## config.mk

```make
export PLATFORM = sky130hd
export DESIGN_NAME = fwa_div
export DESIGN_NICKNAME = d
export VERILOG_FILES = /design/src/rtl/core/fwa_div.sv
export SDC_FILE = /design/constraint.sdc
export NUM_CORES = 1
export LEC_CHECK = 0
export BUFFER_PORTS_ARGS = -buffer_cell sky130_fd_sc_hd__buf_2
export CORE_MARGIN = 2
export CORE_UTILIZATION = 35
export CTS_BUF_LIST = sky130_fd_sc_hd__clkbuf_8
export DETAILED_ROUTE_END_ITERATION = 8
export HOLD_SLACK_MARGIN = 0.03
export SYNTH_ARGS = -nofsm -noshare
export SYNTH_HDL_FRONTEND = slang
export SYNTH_SLANG_ARGS = --single-unit
```

## constraint.sdc

```tcl
create_clock -name clk -period 8.7 [get_ports clk]
set_input_delay 2.61 -clock clk [delete_from_list [all_inputs] [get_ports clk]]
set_output_delay 2.61 -clock clk [all_outputs]
set_load 0.005 [all_outputs]
```

## src/rtl/core/fwa_div.sv

```systemverilog
module fwa_div #(
  parameter int DW = 16,
  parameter int QW = 16,
  parameter int SW = 1
) (
  input  logic          clk,
  input  logic          rst,
  input  logic          in_valid,
  output logic          in_ready,
  input  logic [DW-1:0] rem_init,
  input  logic [QW-1:0] num_lo,
  input  logic [DW-1:0] divisor,
  input  logic [SW-1:0] side_in,
  output logic          out_valid,
  input  logic          out_ready,
  output logic [QW-1:0] quot,
  output logic          rem_nz,
  output logic [SW-1:0] side_out
);

  // Two quotient bits per stage.
  localparam int STG = QW / 2;

  logic [STG-1:0] v;
  logic [STG-1:0] ld;
  logic [DW-1:0]  r    [STG];
  logic [QW-1:0]  lo   [STG];
  logic [QW-1:0]  q    [STG];
  logic [DW-1:0]  d    [STG];
  logic [SW-1:0]  s    [STG];

  // One restoring step: shift in a bit, subtract when it fits.
  function automatic logic [DW:0] div_step(input logic [DW-1:0] rr, input logic b,
                                           input logic [DW-1:0] dd);
    logic [DW:0] t;
    logic [DW:0] diff;
    t    = {rr, b};
    diff = t - {1'b0, dd};
    if (t >= {1'b0, dd}) begin
      div_step = {1'b1, diff[DW-1:0]};
    end else begin
      div_step = {1'b0, t[DW-1:0]};
    end
  endfunction

  // A stage loads when it is empty or its content moves on.
  always_comb begin
    ld[STG-1] = !v[STG-1] || out_ready;
    for (int k = STG - 2; k >= 0; k--) begin
      ld[k] = !v[k] || ld[k+1];
    end
  end

  assign in_ready = ld[0];

  for (genvar k = 0; k < STG; k++) begin : g_stage
    logic          src_v;
    logic [DW-1:0] src_r;
    logic [QW-1:0] src_lo;
    logic [QW-1:0] src_q;
    logic [DW-1:0] src_d;
    logic [SW-1:0] src_s;
    logic [DW:0]   st1;
    logic [DW:0]   st2;

    if (k == 0) begin : g_first
      assign src_v  = in_valid;
      assign src_r  = rem_init;
      assign src_lo = num_lo;
      assign src_q  = '0;
      assign src_d  = divisor;
      assign src_s  = side_in;
    end else begin : g_next
      assign src_v  = v[k-1];
      assign src_r  = r[k-1];
      assign src_lo = lo[k-1];
      assign src_q  = q[k-1];
      assign src_d  = d[k-1];
      assign src_s  = s[k-1];
    end

    always_comb begin
      st1 = div_step(src_r, src_lo[QW-1], src_d);
      st2 = div_step(st1[DW-1:0], src_lo[QW-2], src_d);
    end

    always_ff @(posedge clk) begin
      if (rst) begin
        v[k] <= 1'b0;
      end else if (ld[k]) begin
        v[k] <= src_v;
      end
    end

    always_ff @(posedge clk) begin
      if (ld[k]) begin
        r[k]  <= st2[DW-1:0];
        q[k]  <= {src_q[QW-3:0], st1[DW], st2[DW]};
        lo[k] <= {src_lo[QW-3:0], 2'b00};
        d[k]  <= src_d;
        s[k]  <= src_s;
      end
    end
  end

  assign out_valid = v[STG-1];
  assign quot      = q[STG-1];
  assign rem_nz    = |r[STG-1];
  assign side_out  = s[STG-1];

endmodule

```

After elaboration in Yosys (flattened, before gate mapping)
Memory sizes are Yosys's and may differ from the RTL's.
Cells that the tools add are included.
Word-level totals
  register bits: 8
  bits in latches: 0
  bits in writable memories: 504
  bits in read-only memories: 0
  input port bits: 53
  output and inout port bits: 20
  logic and storage cells: 94
  memories: 5
Cells by class
  add/sub/neg operators: 16
  multipliers: 0
  divide/modulo/power cells: 0
  magnitude comparators: 16
  equality and inequality tests: 0
  shifts and indexed selects: 0
  multiplexer cells: 32
  bitwise logic cells: 0
  reductions and logical operators: 17
Memory list
  d: depth 8, bits a word 16, read ports 7, clocked after memory_dff 0, wr ports 8, RTL line 29  | logic [DW-1:0] d [STG];
  q: depth 8, bits a word 16, read ports 8, clocked after memory_dff 0, wr ports 8, RTL line 28  | logic [QW-1:0] q [STG];
  r: depth 8, bits a word 16, read ports 8, clocked after memory_dff 0, wr ports 8, RTL line 26  | logic [DW-1:0] r [STG];
  lo: depth 8, bits a word 14, read ports 7, clocked after memory_dff 0, wr ports 8, RTL line 27  | logic [QW-1:0] lo [STG];
  s: depth 8, bits a word 1, read ports 8, clocked after memory_dff 0, wr ports 8, RTL line 30  | logic [SW-1:0] s [STG];
Operators with widths (number)
  17-bit by 16-bit greater-or-equal comparator with 1-bit output: 16
  17-bit two-way mux: 16
  16-bit subtractor: 16
  1-bit two-way mux: 16
  16-bit OR reduction: 1
  1-bit logical NOT: 8
  1-bit logical OR: 8

Logic depth before layout (Yosys ltp)
Gate-level depths: netlist of the first run.
  depth after elaboration: 11
  depth in mapped cells: 22
  gate-level depth less buffers: 21

Worst setup path before layout of the first run
OpenSTA, ideal clock, no wires.
  path type: input -> output
  start point: in out_ready
  end point: out in_ready
  data arrival time: 5.979 ns
  data required time: 6.090 ns
  slack: 0.111 ns
  stages: 6
  buffers on the path: 1
  cell sequence: nor2b_1 -> and2_1 -> and3_1 -> clkbuf_1 -> nand4_1 -> or2_2
Between the ends
  longest elaborated chain between the ends: 8
RTL lines
  start: declaration: RTL line 15  | input logic out_ready,
  1-bit logical OR: RTL line 48  | ld[STG-1] = !v[STG-1] || out_ready;
  1-bit logical OR (6 in series): RTL line 50  | ld[k] = !v[k] || ld[k+1];
  net ld[1]: RTL line 25  | logic [STG-1:0] ld;
  1-bit logical OR: RTL line 50
  end: declaration: RTL line 9  | output logic in_ready,
The timed path passes the listed nets, and every way through them passes these cells.

==> metrics.txt, run 1 <==
status completed; floorplan core area between 70000 and 80000 sq um; Horiz. Die Dim ~280 microns; post-synth top area cell edfxtp_1; Finish-stage setup viols 0; Final Cycle Share 0.859; most instantiated cells after synthesis 376 x edfxtp_1, 256 x ha_1, 244 x inv_1; Final Max Slew Viols 0; Synth Register Bits 384; max-cap violation count 0; Die Footprint 78800 sq um; DR WL/cell approximately 17 microns; final clock skew roughly 49 ps; post-DR vias/cell between 5 and 6; Post-synth EDFFs 376; largest cells by area after synthesis edfxtp_1 42%, ha_1 12%, mux2_2 6.2%, xnor2_1 4.0%, inv_1 3.4%; slew margin rel. 0.268; worst hold-check path type flip-flop to flip-flop; Avg Cell Area, Syn roughly 11 sq um; FF-to-FF Start d[4][1]; residual DRC count 0; initial detailed-routing violation count between 900 and 1000; peak fanout along the critical path 19; post-synth top area share 0.421; reg2reg end r[1][28]; share of cells above drive strength 1 0.137; std cell rows between 100 and 150; vias in the first global route ~19000; first-pass GRT wire length roughly 100 mm; Yosys cell types between 80 and 90; RSZ-0062 raised after global routing false; CP endpoint kind flip-flop; slowest stage delay, CP around 530 ps; P&R area growth vs syn 11.1%; Post-Synthesis Cells 2545; Total Wirelength 61.6 mm; Max clock buf depth 3; GRT overflow 0; Worst EP arrival approximately 7900 ps; post-DP HPWL 48.6 mm; vias 19300; Period minus WS final 7480 ps; All-Layer GR Usage 0.157; clk_lat worst skew about 700 ps; CTS tree done; Crit Path Category primary input to flip-flop; hold-critical path depth 0; PortBufs 72; clock buffer count from CTS around 70; Filler Cell Count between 7000 and 8000; Slew @ Worst Pin ~1100 ps; pin count of the biggest net entering global routing 52; CP Launch Type primary input; CTS H-tree depth 3; gpl congestion ~0.88; ys async rst share 0; cts hold-fix bufs 0; die height roughly 280 microns; Fin. Hold Viols 0; Warnings, synthesis 0; clock slew seen by the registers of the worst setup and hold paths around 60 ps; FF-to-FF setup slack 2340 ps; fmax between 100 and 150 MHz; most numerous cell in the Yosys netlist edfxtp_1; end of the worst hold path lo[5][12]; synthesized net count approximately 2900; worst hold start lo[4][10]; CTS sink count around 380; worst path cell trace buf_2 -> inv_1 -> ha_1 -> nor2b_1 -> o31a_1 -> o211ai_1 -> nand3_1 -> a2111oi_4 -> buf_4 -> mux2_2 -> ha_1 -> a211oi_1 -> a21oi_1 -> a21oi_1 -> o21ai_0 -> a211oi_2 -> inv_2 -> mux2_2; post-cts resize count 0; Max stage delay cell, worst path a211oi_2; Final TNS setup 0 ps; root buf cell clkbuf_8; Post-synth top flop edfxtp_1; I/O pin count 73; antenna viol nets, final 0; register area share after synthesis 0.427; WP data required between 9000 and 10000 ps; Starting Density 0.353; drt first pass iters 5; postcts setup bufs 0; depth of the most critical reg-to-reg path 17; antenna violations before repair 2; fin nets 3000; Mapped Area between 20000 and 30000 sq um
[layer usage]
metal | track usage | part of all wire | vias up
li1 | - | - | 9828
met1 | 0.193 | 0.44 | 9017
met2 | 0.277 | 0.49 | 326
met3 | 0.0257 | 0.038 | 102
met4 | 0.0547 | 0.028 | 0
met5 | 0 | 0 | -
[how the worst max path moves through the flow]
stage	startpoint	end	slack, ps
after floorplan	out_ready	in_ready	110
after global placement	divisor[1]	r[0][12]	690
after detailed placement	divisor[1]	r[0][11]	610
after CTS	out_ready	in_ready	1290
after global routing	divisor[1]	r[0][7]	860
final	divisor[1]	r[0][12]	1220
[flip-flops by register name (all words and copies together) (netlist names)]
name / count
r: 128
d: 112
q: 72
lo: 56
s: 8
g_stage.src_v: 7
out_valid: 1
[metrics by stage]
stage,area (sq um),setup slack (ps),utilization,instances,hold WS [ps]
final,29800,1220,0.393,3713,395
after detailed placement,28400,606,0.374,3579,405
after global routing,29800,862,0.393,3713,407
after CTS,29800,1290,0.393,3711,382
after global placement,28400,694,0.374,3579,402
after floorplan,26800,111,-,2545,400
[cell type report]
class                           count  area, sq um  share of cell area
Antenna cell                        2         5.00            0.000168
Clock buffer                       75         1030              0.0347
Clock inverter                     57          360              0.0121
Inverter                          246          923              0.0310
Multi-Input combinational cell   1883        14300               0.480
Sequential cell                   384        11500               0.384
Tap cell                          978         1220              0.0411
Timing Repair Buffer               88          480              0.0161
[layout by cell type (no fill, tap or decap), types with 56 or more instances in the layout]
| cell | count |
|---|---|
| edfxtp_1 | 376 |
| nor2_1 | 146 |
| xor2_1 | 56 |
| a21oi_1 | 169 |
| o21ai_0 | 141 |
| ha_1 | 256 |
| xnor2_1 | 121 |
| mux2_2 | 147 |
| nor3_1 | 60 |
| a21o_1 | 57 |
| clkbuf_8 | 75 |
| buf_2 | 72 |
| inv_1 | 262 |
| nand2_1 | 169 |
[critical path, delay by kind of cell]
kind | cells | cell delay, ps
adders and majority gates | 2 | 620
buffers and inverters | 4 | 870
and+or+nand+nor | 2 | 330
muxes | 2 | 710
AOI/OAI and AO/OA | 8 | 2750
[kinds of logic (layout without fill, tap and decap cells)]
family / count (synthesis) / count (layout) / share of synthesized area
compound gates: 649 / 649 / 0.161
fa+ha+maj: 272 / 272 / 0.131
flops: 384 / 384 / 0.427
other cells: 0 / 2 / 0
buf+inv: 278 / 466 / 0.0396
xor+xnor: 177 / 177 / 0.0579
mux: 172 / 172 / 0.0714
simple gates: 613 / 613 / 0.111
Power of run 1 is not shown: default switching activity piles up to over one toggle a cycle in this logic, so the estimate is an artifact.
==> inputs of run 2 (changes only) <==
Settings changed: PLACE_DENSITY set to 0.64.
==> metrics.txt, run 2 (synthesized netlist as in run 1, its figures left out) <==
status completed (unchanged); most common cell after layout, fill and taps aside edfxtp_1 (unchanged); clk_lat worst skew 690 ps (was 680 ps); depth of the most critical reg-to-reg path 18 (was 17); Die Footprint 78800 sq um (unchanged); floorplan core area 75800 sq um (unchanged); CTS sink count 384 (unchanged); slack of the critical path 1480 ps (was 1220 ps); Top reg by flops r (unchanged); clock slew seen by the registers of the worst setup and hold paths 60 ps (about the same); hold-critical path depth 0 (unchanged); share of cells above drive strength 1 0.137 (about the same); gpl congestion 0.888 (was 0.877); CTS tree done (unchanged); end of the worst hold path lo[4][8] (was lo[5][12]); final clock skew 43.3 ps (was 48.9 ps); initial detailed-routing violation count 1486 (was 911); Final Max Slew Viols 0 (unchanged); Period minus WS final 7220 ps (was 7480 ps); P&R area growth vs syn 11.0% (was 11.1%); antenna viol nets, final 0 (unchanged); residual DRC count 0 (unchanged); Final TNS setup 0 ps (unchanged); CP endpoint kind flip-flop (unchanged); Max clock buf depth 3 (unchanged); Max stage delay cell, worst path o31ai_1 (was a211oi_2); Final Cycle Share 0.829 (was 0.859); All-Layer GR Usage 0.164 (was 0.157); Slew @ Worst Pin 1180 ps (was 1090 ps); Worst EP arrival 7610 ps (was 7900 ps); pre-CTS worst setup slack 795 ps (was 606 ps); die height 281 microns (unchanged); Fin. Hold Viols 0 (unchanged); I/O pin count 73 (unchanged); Starting Density 0.353 (unchanged); pin count of the biggest net entering global routing 51 (was 52); post-DP HPWL 50.4 mm (was 48.6 mm); postcts setup bufs 0 (unchanged); Area after DPL 28400 sq um (unchanged); CTS H-tree depth 3 (unchanged); Top Family by Delay on Critical Path compound AO/OA/AOI/OAI gates (unchanged); post-cts resize count 0 (unchanged); fin nets 2999 (was 3000); drt first pass iters 5 (unchanged); slowest stage delay, CP 390 ps (was 530 ps); std cell rows 101 (unchanged); reg2reg end r[0][35] (was r[1][28]); DR WL/cell 17.3 microns (was 16.6 microns); FF-to-FF setup slack 2200 ps (was 2340 ps); worst path cell trace buf_2 -> inv_1 -> ha_1 -> nor2b_1 -> o31a_1 -> o211ai_1 -> nand3_1 -> a2111oi_4 -> buf_4 -> nand2_1 -> o21ai_0 -> ha_1 -> nor2b_1 -> o211a_1 -> o31ai_1 -> a21oi_1 -> a21oi_1 -> o21ai_0 -> a211oi_2 -> inv_2 -> mux2_2 (was buf_2 -> inv_1 -> ha_1 -> nor2b_1 -> o31a_1 -> o211ai_1 -> nand3_1 -> a2111oi_4 -> buf_4 -> mux2_2 -> ha_1 -> a211oi_1 -> a21oi_1 -> a21oi_1 -> o21ai_0 -> a211oi_2 -> inv_2 -> mux2_2); cts hold-fix bufs 0 (unchanged); clock buffer count from CTS 71 (was 72); fmax 139 MHz (was 134 MHz); most frequent cells in the layout 376 x edfxtp_1, 262 x inv_1, 256 x ha_1 (unchanged); Finish-stage setup viols 0 (unchanged); Total Wirelength 64.3 mm (was 61.6 mm); root buf cell clkbuf_8 (unchanged); first-pass GRT wire length 102 mm (was 98.5 mm); PortBufs 72 (unchanged); cell area after layout 29700 sq um (was 29800 sq um); vias 19500 (was 19300); worst hold start lo[3][6] (was lo[4][10]); CP Buf/Inv Count 4 (unchanged); Crit Path Category primary input to flip-flop (unchanged); max-cap violation count 0 (unchanged); Layout Utilization 0.392 (was 0.393); number of flip-flops in the largest register 128 (unchanged); Horiz. Die Dim 281 microns (unchanged); vias in the first global route 18800 (about the same); post-DR vias/cell 5.25 (was 5.19); worst hold-check path type flip-flop to flip-flop (unchanged); peak fanout along the critical path 23 (was 19); CP Launch Type primary input (unchanged); GRT overflow 0 (unchanged); WP data required 9090 ps (was 9120 ps); slew margin rel. 0.212 (was 0.268); top flop regs r (128), d (112), q (72) (unchanged); FF-to-FF Start r[0][25] (was d[4][1]); RSZ-0062 raised after global routing false (unchanged); antenna violations before repair 1 (was 2)
==> run 2: final cells by class <==
cell class / instances / area, sq um
Fill cell: 7494 / 46100
Multi-Input combinational cell: 1883 / 14300
Sequential cell: 384 / 11500
Tap cell: 978 / 1220
Clock buffer: 76 / 1050
Inverter: 246 / 923
Timing Repair Buffer: 88 / 480
Clock inverter: 47 / 302
Antenna cell: 2 / 5.00
==> run 2: stage by stage <==
stage	hold slack (ps)	cells
after global placement	401	3579
after global routing	390	3703
final	388	3704
after detailed placement	405	3579
after CTS	375	3702
after floorplan	400	2545
==> run 2: how the worst max path moves through the flow <==
stage	start	to	slack (ps)	cells past startpoint
finish	divisor[1]	r[0][3]	1480	21
CTS	divisor[1]	r[0][3]	1490	21
floorplan	out_ready	in_ready	110	6
detailed placement	divisor[1]	r[0][2]	790	21
global placement	divisor[1]	r[0][12]	840	21
global route	divisor[1]	r[0][3]	1140	21
==> run 2: layer usage <==
layer | up-vias | GRT usage | share of wire
met5 | - | 0 | 0
met3 | 104 | 0.0336 | 0.053
met4 | 0 | 0.0442 | 0.022
met1 | 9138 | 0.223 | 0.47
met2 | 427 | 0.266 | 0.46
li1 | 9783 | - | -
Power of run 2 is left out for the same reason.
==> inputs of run 3 (changes only) <==
Clock period 8.7 ns to 6.15 ns, I/O delays scaled along.
==> metrics.txt, run 3 (synthesized netlist as in run 1, its figures left out) <==
fin nets 3093 (was 2999); Finish-stage setup viols 0 (unchanged); status completed (unchanged); FF-to-FF setup slack 520 ps (was 2200 ps); CP Buf/Inv Count 6 (was 4); top flop regs r (128), d (112), q (72) (unchanged); Top Family by Delay on Critical Path compound AO/OA/AOI/OAI gates (unchanged); clock buffer count from CTS 74 (was 71); CTS tree done (unchanged); Filler Cell Count 7314 (was 7494); depth of the most critical reg-to-reg path 18 (unchanged); cts hold-fix bufs 0 (unchanged); CP Launch Type primary input (unchanged); crit path to r[0][11] (was r[0][3]); Layout Utilization 0.404 (was 0.392); post-DR vias/cell 5.21 (was 5.25); post-cts resize count 0 (unchanged); DR WL/cell 17.0 microns (was 17.3 microns); Starting Density 0.353 (unchanged); vias 19800 (was 19500); Final Max Slew Viols 0 (unchanged); Die Footprint 78800 sq um (unchanged); Worst EP arrival 6020 ps (was 7610 ps); WP depth 20 (was 21); RSZ-0062 raised after global routing false (unchanged); residual DRC count 0 (unchanged); final clock skew 36.8 ps (was 43.3 ps); antenna viol nets, final 0 (unchanged); share of cells above drive strength 1 0.171 (was 0.137); WP data required 6540 ps (was 9090 ps); vias in the first global route 19100 (was 18800); Crit Path Category primary input to flip-flop (unchanged); peak fanout along the critical path 16 (was 23); number of flip-flops in the largest register 128 (unchanged); pin count of the biggest net entering global routing 51 (unchanged); std cell rows 101 (unchanged); slack of the critical path 521 ps (was 1480 ps); Fin. Hold Viols 0 (unchanged); GRT overflow 0 (unchanged); Horiz. Die Dim 281 microns (unchanged); floorplan core area 75800 sq um (unchanged); postcts setup bufs 0 (unchanged); hold-critical path depth 0 (unchanged); worst path cell trace buf_2 -> clkinvlp_4 -> ha_1 -> nor2b_1 -> o31a_1 -> o211ai_1 -> nand3_1 -> a2111oi_4 -> buf_12 -> buf_4 -> mux2_2 -> ha_1 -> nand2_1 -> nor3_1 -> buf_4 -> a21oi_2 -> o21ai_1 -> a211oi_2 -> inv_2 -> mux2_2 (was buf_2 -> inv_1 -> ha_1 -> nor2b_1 -> o31a_1 -> o211ai_1 -> nand3_1 -> a2111oi_4 -> buf_4 -> nand2_1 -> o21ai_0 -> ha_1 -> nor2b_1 -> o211a_1 -> o31ai_1 -> a21oi_1 -> a21oi_1 -> o21ai_0 -> a211oi_2 -> inv_2 -> mux2_2); Period minus WS final roughly 5600 ps; P&R area growth vs syn 14.3% (was 11.0%); Setup crit start divisor[1] (unchanged); first-pass GRT wire length 103 mm (was 102 mm); Max clock buf depth 3 (unchanged); I/O pin count 73 (unchanged); CTS sink count 384 (unchanged); max-cap violation count 0 (unchanged); PortBufs 72 (unchanged); worst hold-check path type flip-flop to flip-flop (unchanged); gpl congestion 0.912 (was 0.888); Total Wirelength 64.5 mm (was 64.3 mm); most frequent cells in the layout 376 x edfxtp_1, 255 x ha_1, 254 x inv_1 (was 376 x edfxtp_1, 262 x inv_1, 256 x ha_1); Final Cycle Share 0.915; most common cell after layout, fill and taps aside edfxtp_1 (unchanged); Area after DPL 29100 sq um (was 28400 sq um); Max stage delay cell, worst path a2111oi_4 (was o31ai_1); slowest stage delay, CP 370 ps (was 390 ps); post-DP HPWL 50.9 mm (was 50.4 mm); drt first pass iters 6 (was 5); CP endpoint kind flip-flop (unchanged); fmax ~180 MHz; initial detailed-routing violation count 1472 (was 1486); cell area after layout 30600 sq um (was 29700 sq um); CTS H-tree depth 3 (unchanged); Slew @ Worst Pin 1130 ps (was 1180 ps); Top reg by flops r (unchanged); clock slew seen by the registers of the worst setup and hold paths 60 ps (about the same); root buf cell clkbuf_8 (unchanged); clk_lat worst skew 670 ps (was 690 ps); FF-to-FF Start d[4][1] (was r[0][25]); reg2reg end r[1][19] (was r[0][35]); All-Layer GR Usage 0.165 (was 0.164); antenna violations before repair 2 (was 1); Final TNS setup 0 ps (unchanged); pre-CTS worst setup slack -155 ps (was 795 ps); die height 281 microns (unchanged); slew margin rel. 0.247 (was 0.212)
## run 3: changes by cell type in the layout (fill, tap and decap cells not counted), sizes merged
cell / before / now
clkbuf: 76 / 75
buf: 88 / 179
bufinv: 3 / 7
clkinv: 19 / 29
inv: 268 / 262
clkinvlp: 3 / 5
## run 3: final cells by class
| class | instances | area, sq um | area share |
|---|---|---|---|
| timing repair buffer | 179 | 1180 | 0.0384 |
| tap | 978 | 1220 | 0.0399 |
| sequential | 384 | 11500 | 0.374 |
| antenna | 2 | 5.00 | 0.000163 |
| inverter | 246 | 927 | 0.0303 |
| clock inverter | 57 | 452 | 0.0147 |
| clock buffer | 75 | 1030 | 0.0337 |
| multi-input combinational | 1883 | 14400 | 0.469 |
## run 3: worst min-delay path by stage
| stage | slack (ps) | endpoint | start |
|---|---|---|---|
| 2_1_floorplan | 400 | lo[1][10] | lo[0][8] |
| 3_3_place_gp | 400 | lo[2][11] | lo[1][9] |
| 3_5_place_dp | 400 | lo[1][6] | lo[0][4] |
| 4_1_cts | 410 | lo[4][13] | lo[3][11] |
| 5_1_grt | 410 | lo[3][13] | lo[2][11] |
| 6_report | 400 | lo[4][13] | lo[3][11] |
## run 3: routing by layer
metal | GRT usage | vias to the layer above | part of all wire
li1 | - | 9985 | -
met3 | 0.0222 | 88 | 0.050
met2 | 0.266 | 488 | 0.45
met4 | 0.0470 | 0 | 0.020
met5 | 0 | - | 0
met1 | 0.233 | 9264 | 0.48
## run 3: worst register-to-register path, delay by kind of cell, from the launching register on
kind,cells,cell delay [ps]
DFF,1,420
buffers and inverters,3,560
and+or+nand+nor,3,470
AOI/OAI and AO/OA,8,2450
muxes,2,850
adders and majority gates,2,620
## run 3: stage by stage
| step | instances | hold WS [ps] |
|---|---|---|
| 2_1_floorplan | 2545 | 400 |
| 3_3_place_gp | 3670 | 401 |
| 3_5_place_dp | 3670 | 405 |
| 4_1_cts | 3802 | 409 |
| 5_1_grt | 3803 | 410 |
| 6_report | 3804 | 398 |
Power of run 3 is left out for the same reason.
